## config.mk

```make
export PLATFORM = sky130hd
export DESIGN_NAME = dph_alu
export DESIGN_NICKNAME = d
export VERILOG_FILES = /design/src/sv/dph_pkg.sv /design/src/sv/dph_alu.sv
export SDC_FILE = /design/constraint.sdc
export NUM_CORES = 2
export LEC_CHECK = 0
export ABC_AREA = 1
export BUFFER_PORTS_ARGS = -buffer_cell sky130_fd_sc_hd__buf_2
export CORE_ASPECT_RATIO = 2
export CORE_UTILIZATION = 41
export DETAILED_ROUTE_END_ITERATION = 12
export SYNTH_ARGS = -nofsm -noshare
export SYNTH_HDL_FRONTEND = slang
export SYNTH_SLANG_ARGS = --single-unit
```

## constraint.sdc

```tcl
create_clock -name clk -period 10.9 [get_ports clk]
set_clock_uncertainty 0.15 [all_clocks]
set_input_delay 0.545 -clock clk [delete_from_list [all_inputs] [get_ports clk]]
set_output_delay 0.545 -clock clk [all_outputs]
set_load 0.005 [all_outputs]
```

## src/sv/dph_pkg.sv

```systemverilog
// ----------------------------------------------------------------------------
// Drude pair hard wall package
// Shared types, register codes and fixed-point helper functions.
// ----------------------------------------------------------------------------
package dph_pkg;

    localparam logic [30:0] WALL_LIMIT_RST = 31'd13107;
    localparam logic [30:0] THERMAL_RST    = 31'd65536;

    typedef enum logic [0:0] {
        REG_WALL_LIMIT = 1'b0,
        REG_THERMAL    = 1'b1
    } reg_idx_t;

    typedef enum logic [2:0] {
        OP_MUL  = 3'b001,
        OP_DIV  = 3'b010,
        OP_SQRT = 3'b100
    } alu_op_t;

    typedef struct packed {
        logic    start;
        alu_op_t op;
    } alu_req_t;

    typedef enum logic [1:0] {
        SH_0  = 2'd0,
        SH_16 = 2'd1,
        SH_30 = 2'd2
    } sh_t;

    function automatic logic [63:0] mag64(input logic signed [63:0] v);
        logic [63:0] m;
        m = v[63] ? 64'(-v) : 64'(v);
        return m;
    endfunction

    function automatic logic signed [63:0] sgn64(input logic [63:0] m, input logic neg);
        logic signed [63:0] s;
        s = neg ? -$signed(m) : $signed(m);
        return s;
    endfunction

    function automatic logic [31:0] sat32(input logic signed [64:0] v);
        logic [31:0] s;
        if (v > 65'sd2147483647)
            s = 32'h7FFF_FFFF;
        else if (v < -65'sd2147483648)
            s = 32'h8000_0000;
        else
            s = v[31:0];
        return s;
    endfunction

    // Scaled product: magnitude shifted down, saturated to int64, sign applied.
    function automatic logic signed [63:0] mulsh_fix(input logic [127:0] p, input sh_t sh,
                                                     input logic neg);
        logic [127:0] q;
        logic [63:0]  m;
        case (sh)
            SH_16:   q = p >> 16;
            SH_30:   q = p >> 30;
            default: q = p;
        endcase
        if (q[127:63] != '0)
            m = 64'h7FFF_FFFF_FFFF_FFFF;
        else
            m = q[63:0];
        return sgn64(m, neg);
    endfunction

endpackage

```

## src/sv/dph_alu.sv

```systemverilog
// ----------------------------------------------------------------------------
// Drude pair hard wall arithmetic unit
// Shared multi-cycle unit: 64x64 multiply in four 32x32 partial products,
// 64/64 restoring divide at one bit a cycle, 64-bit integer square root at
// two bits a cycle.
// ----------------------------------------------------------------------------
module dph_alu (
    input  logic              clk,
    input  logic              rst_n,
    input  dph_pkg::alu_req_t req,
    input  logic [63:0]       a,
    input  logic [63:0]       b,
    output logic              done,
    output logic [127:0]      res
);
    import dph_pkg::*;

    logic          busy_reg, busy_next;
    logic          done_reg, done_next;
    logic [5:0]    cnt_reg, cnt_next;
    alu_op_t       op_reg, op_next;
    logic [63:0]   a_reg, a_next;
    logic [63:0]   b_reg, b_next;
    logic [127:0]  acc_reg, acc_next;
    logic [63:0]   rem_reg, rem_next;

    logic [31:0]   a_half, b_half;
    logic [63:0]   pp;
    logic [127:0]  pp_sh;
    logic [64:0]   trial_d;
    logic [33:0]   trial_s, root_t;
    logic          last;

    always_ff @(posedge clk or negedge rst_n)
    begin
        if (!rst_n)
        begin
            busy_reg <= 1'b0;
            done_reg <= 1'b0;
            cnt_reg  <= '0;
            op_reg   <= OP_MUL;
        end
        else
        begin
            busy_reg <= busy_next;
            done_reg <= done_next;
            cnt_reg  <= cnt_next;
            op_reg   <= op_next;
        end
    end

    always_ff @(posedge clk)
    begin
        a_reg   <= a_next;
        b_reg   <= b_next;
        acc_reg <= acc_next;
        rem_reg <= rem_next;
    end

    always_comb
    begin
        busy_next = busy_reg;
        done_next = 1'b0;
        cnt_next  = cnt_reg;
        op_next   = op_reg;
        a_next    = a_reg;
        b_next    = b_reg;
        acc_next  = acc_reg;
        rem_next  = rem_reg;
        a_half    = cnt_reg[0] ? a_reg[63:32] : a_reg[31:0];
        b_half    = cnt_reg[1] ? b_reg[63:32] : b_reg[31:0];
        pp        = a_half * b_half;
        pp_sh     = '0;
        trial_d   = {rem_reg, a_reg[63]};
        trial_s   = {rem_reg[31:0], a_reg[63:62]};
        root_t    = {acc_reg[31:0], 2'b01};
        last      = 1'b0;

        if (req.start)
        begin
            busy_next = 1'b1;
            cnt_next  = '0;
            op_next   = req.op;
            a_next    = a;
            b_next    = b;
            acc_next  = '0;
            rem_next  = '0;
        end
        else if (busy_reg)
        begin
            case (op_reg)
                OP_MUL:
                begin
                    case (cnt_reg[1:0])
                        2'b00:   pp_sh = {64'b0, pp};
                        2'b11:   pp_sh = {pp, 64'b0};
                        default: pp_sh = {32'b0, pp, 32'b0};
                    endcase
                    acc_next = acc_reg + pp_sh;
                    last     = (cnt_reg == 6'd3);
                end
                OP_DIV:
                begin
                    if (trial_d >= {1'b0, b_reg})
                    begin
                        rem_next = 64'(trial_d - {1'b0, b_reg});
                        a_next   = {a_reg[62:0], 1'b1};
                    end
                    else
                    begin
                        rem_next = trial_d[63:0];
                        a_next   = {a_reg[62:0], 1'b0};
                    end
                    last = (cnt_reg == 6'd63);
                end
                default:
                begin
                    if (trial_s >= root_t)
                    begin
                        rem_next = 64'(trial_s - root_t);
                        acc_next = {96'b0, acc_reg[30:0], 1'b1};
                    end
                    else
                    begin
                        rem_next = 64'(trial_s);
                        acc_next = {96'b0, acc_reg[30:0], 1'b0};
                    end
                    a_next = {a_reg[61:0], 2'b00};
                    last   = (cnt_reg == 6'd31);
                end
            endcase
            if (last)
            begin
                busy_next = 1'b0;
                done_next = 1'b1;
            end
            else
            begin
                cnt_next = cnt_reg + 6'd1;
            end
        end
    end

    always_comb
    begin
        case (op_reg)
            OP_MUL:  res = acc_reg;
            OP_DIV:  res = {64'b0, a_reg};
            default: res = {96'b0, acc_reg[31:0]};
        endcase
    end

    assign done = done_reg;

endmodule

```

==> metrics, run 1 <==
io pins 263; ys flop type dfxtp_1; flops & latches, synth 331; ys async rst share 0.03323; Placer Congestion 1.188; clk sinks 331; vias in the first global route 89,830; row cnt 209; synth warn 0; syn avg cell area 6.815 sq um; Starting Density 0.4140; Error [ERROR GRT-0116] Global routing finished with congestion. Check the congestion regions in the DRC Viewer.; cells after synthesis 9,864; Max H-tree Level 2; Post-synth EDFFs 128; number of buffers added on ports 262; area leader, netlist fa_1; post-synthesis sequential area ratio 0.1185; remaining global-route overflow 208; Die X 288.3 um; run status did not finish; Post-DP HPWL 371.7 mm; syn_nets 11,390; top post-synthesis cells by area fa_1 (27%), nand2_1 (11%), inv_1 (10%), ha_1 (9.2%), nor2_1 (8.5%); post-synth cell types 54; pin count of the biggest net entering global routing 180; pre-CTS setup slack -1185 ps; top cell type's share of synthesized area 0.2674; Max clock buf depth 3; Die Ht 574.7 um; first-pass GRT wire length 701.6 mm; stage reached global routing; Synth Cell Area 0.06723 sq mm; CTS Root Cell clkbuf_16; GRT Overall Usage 0.6084; CTS Buf Count 42
synthesized netlist by cell type, types with 46 or more instances:
cell type / number
o22ai_1: 46
nor3_1: 67
a21oi_1: 729
inv_1: 1859
o21ai_0: 536
fa_1: 898
nand2_1: 1978
edfxtp_1: 128
nor2_1: 1530
clkbuf_1: 290
nand3_1: 445
o21bai_1: 50
xor2_1: 112
ha_1: 496
dfxtp_1: 192
nand4_1: 46
o21ai_1: 57
metrics by stage:
step / cell area, sq um / utilization / cells / hold WS [ps]
after floorplan: 67230 / - / 9864 / 99.41
after global placement: 85660 / 0.5275 / 13780 / 322.8
after CTS: 88870 / 0.5473 / 13940 / 39.12
after detailed placement: 85660 / 0.5275 / 13780 / 330.5
logic make-up after synthesis:
kind of cell | after synthesis | share of synthesized area
AO/OA/AOI/OAI | 1591 | 0.1273
AND/OR/NAND/NOR | 4187 | 0.2508
adder cells (fa/ha/maj) | 1394 | 0.3597
XOR/XNOR | 145 | 0.01889
flip-flops | 331 | 0.1185
buffers and inverters | 2216 | 0.1248
repair_timing:
| action | CTS |
|---|---|
| resized for setup | 246 |
| setup endpoints to repair | 97 |
| setup buffers | 13 |
| hold buffers | 69 |
| gates cloned | 2 |
| endpoints found under the hold margin | 79 |
| pin swaps | 24 |
per-layer routing:
metal  GRT overflow  track usage
met5              0      0.03794
met4            101       0.7185
met3              2       0.3229
met2            103       0.8697
met1              2       0.5704
==> run 2, diff against run 1 <==
--- a/config.mk
+++ b/config.mk
@@ -7,9 +7,9 @@
 export LEC_CHECK = 0
 export ABC_AREA = 1
 export BUFFER_PORTS_ARGS = -buffer_cell sky130_fd_sc_hd__buf_2
-export CORE_ASPECT_RATIO = 2
-export CORE_UTILIZATION = 41
+export CORE_UTILIZATION = 26
 export DETAILED_ROUTE_END_ITERATION = 12
+export PLACE_DENSITY_LB_ADDON = 0.15
 export SYNTH_ARGS = -nofsm -noshare
 export SYNTH_HDL_FRONTEND = slang
 export SYNTH_SLANG_ARGS = --single-unit
==> run 2 against run 1 <==
Compared with the run above:
- the run now ends clean
- synthesized cell count is the same
- area after synthesis did not move
==> metrics, run 2 <==
Placer Congestion 1.018 (-14%); CP max stage cell fa_2; Post-DP HPWL 331.6 mm (-11%); Die X 510.5 um (+77%); vias in the first global route 72,910; top cell type's share of synthesized area 0.2674 (unchanged); Post-Route WL 384.7 mm; fin crit share 0.9940; worst hold path class in2reg; Synth Cell Area 0.06723 sq mm (unchanged); worst hold start b[26]; Startpoint Class flop; Req. time, crit path 11,230 ps; Area growth, synth to finish 30.40%; GRT Overall Usage 0.2894; post-synth cell types 54 (unchanged); pin count of the biggest net entering global routing 154; cells after synthesis 9,864 (unchanged); minimum clock period 10,830 ps; ys async rst share 0.03323 (unchanged); area leader, netlist fa_1; worst-case hold path end point b_reg[26]; max reg flops 128; total vias in the final route 73,670; pre-CTS setup slack -633.7 ps (+551.4 ps); fillcell total 28,340; Worst-Margin Slew 1103 ps; RSZ-0062 raised after global routing yes; ys flop type dfxtp_1; row cnt 186 (-11%); top-count cell post-synth nand2_1; Min-Delay Path Depth 1; CTS tree built; number of buffers added on ports 262 (unchanged); vias per inst 4.972; Fin. Hold Viols 0; die area 0.2606 sq mm; nets@finish 12,910; Max Fclk 92.30 MHz; # Max-Cap Violations 0; syn_nets 11,390 (unchanged); flops & latches, synth 331 (unchanged); CTS clk-pin slew, worst paths 70 ps; CTS Buf Count 47 (+12%); Slew Viols, Final 0; Die Ht 510.5 um (-11%); worst reg2reg path startpoint cnt_reg[1]; share of layout cells above drive strength 1 0.1899; Setup TNS 0 ps; worst setup path class reg2reg; Crit Reg-Reg Endpoint acc_reg[72]; CTS Root Cell clkbuf_16; most common cell after layout, fill and taps aside nand2_1; crit path capture type flop; Max clock buf depth 3 (unchanged); Initial DRT Pass Iterations 8; syn avg cell area 6.815 sq um (unchanged); antenna viol nets, final 0; Synth top cells by count nand2_1 (1,978), inv_1 (1,859), nor2_1 (1,530), fa_1 (898), a21oi_1 (729); first-pass GRT wire length 533.9 mm; CP most frequent cell buf_4; io pins 263 (unchanged); clk_lat worst skew 690 ps; remaining global-route overflow 0; fin worst setup slack 65.85 ps; Post-synth EDFFs 128 (unchanged); Placed Cells 14,600 (+6.0%); clk sinks 331 (unchanged); commonest cells after routing, fill and taps aside nand2_1 (1,957), inv_1 (1,848), nor2_1 (1,447); Routed wire per std cell 25.97 um; final setup violation count 0; core area 0.2569 sq mm; First DRT Iteration DRCs 7,050; post-synthesis sequential area ratio 0.1185 (unchanged); CP arrival 11,170 ps; r2r setup slk 70 ps; Max H-tree Level 2 (unchanged); top post-synthesis cells by area fa_1 (27%), nand2_1 (11%), inv_1 (10%), ha_1 (9.2%), nor2_1 (8.5%); normalized max-slew margin 0.2571; Starting Density 0.2617 (-0.1523); initial antenna violation count 26; CP Launch Point cnt_reg[1]; fin cells 14,820; drt drc 0; CP Max Fanout 7; r2r worst-path depth 44; synth warn 0 (unchanged); run status completed; slowest stage delay, CP 660 ps
## run 2: how the worst max path moves through the flow
stage / to / cells after the start
final: acc_reg[72] / 44
after global routing: acc_reg[72] / 48
after CTS: acc_reg[72] / 48
after detailed placement: acc_reg[71] / 40
after global placement: acc_reg[72] / 47
after floorplan: acc_reg[79] / 42
## run 2: critical path, delay by kind of cell, from the launching register on
kind,cells,cell delay [ps]
flip-flops,1,570
XOR/XNOR,1,290
AO/OA/AOI/OAI,9,1160
buffers and inverters,15,2030
AND/OR/NAND/NOR,9,1480
adder cells (fa/ha/maj),10,4910
## run 2: what timing repair did
action                                 4_1_cts  5_1_grt
hold buffers                                73        0
setup buffers                               10       34
pin swaps                                    5       42
endpoints found under the hold margin       83        0
gates resized for setup                     55      305
gates cloned                                 0        1
setup endpoints to repair                   96       96
## run 2: stage by stage
| stage | area, sq um | hold slack, ps | util |
|---|---|---|---|
| after floorplan | 67230 | 99.41 | - |
| after global placement | 83510 | 330.3 | 0.3250 |
| after detailed placement | 83510 | 334.9 | 0.3250 |
| after CTS | 86230 | 0.9927 | 0.3356 |
| after global routing | 87650 | 46.21 | 0.3412 |
| final | 87670 | 45.38 | 0.3412 |
## run 2: kinds of logic (layout without fill, tap and decap cells)
| family | count (synthesis) | after routing | share of synthesized area |
|---|---|---|---|
| flip-flops | 331 | 331 | 0.1185 |
| other | 0 | 9 | 0 |
| AND/OR/NAND/NOR | 4187 | 4187 | 0.2508 |
| buffers and inverters | 2216 | 3775 | 0.1248 |
| XOR/XNOR | 145 | 145 | 0.01889 |
| adder cells (fa/ha/maj) | 1394 | 1394 | 0.3597 |
| AO/OA/AOI/OAI | 1591 | 1591 | 0.1273 |
## run 2: final cells by class
type	count	area, sq um	share of cell area
sequential	331	7969	0.09090
clock buffer	68	1396	0.01593
multi-input combinational	7317	52400	0.5977
clock inverter	20	280.3	0.003197
tap	3384	4234	0.04830
antenna	9	22.52	0.0002569
inverter	1894	7141	0.08145
timing repair buffer	1793	14220	0.1623
## run 2: layer usage
layer  track usage  routed length [um]
met5             0                  21
met4        0.1101               17320
met3       0.04498               27020
met2        0.4489              167700
met1        0.4018              172600
Power of run 2 is not shown: default switching activity piles up to over one toggle a cycle in this logic, so the estimate is an artifact.
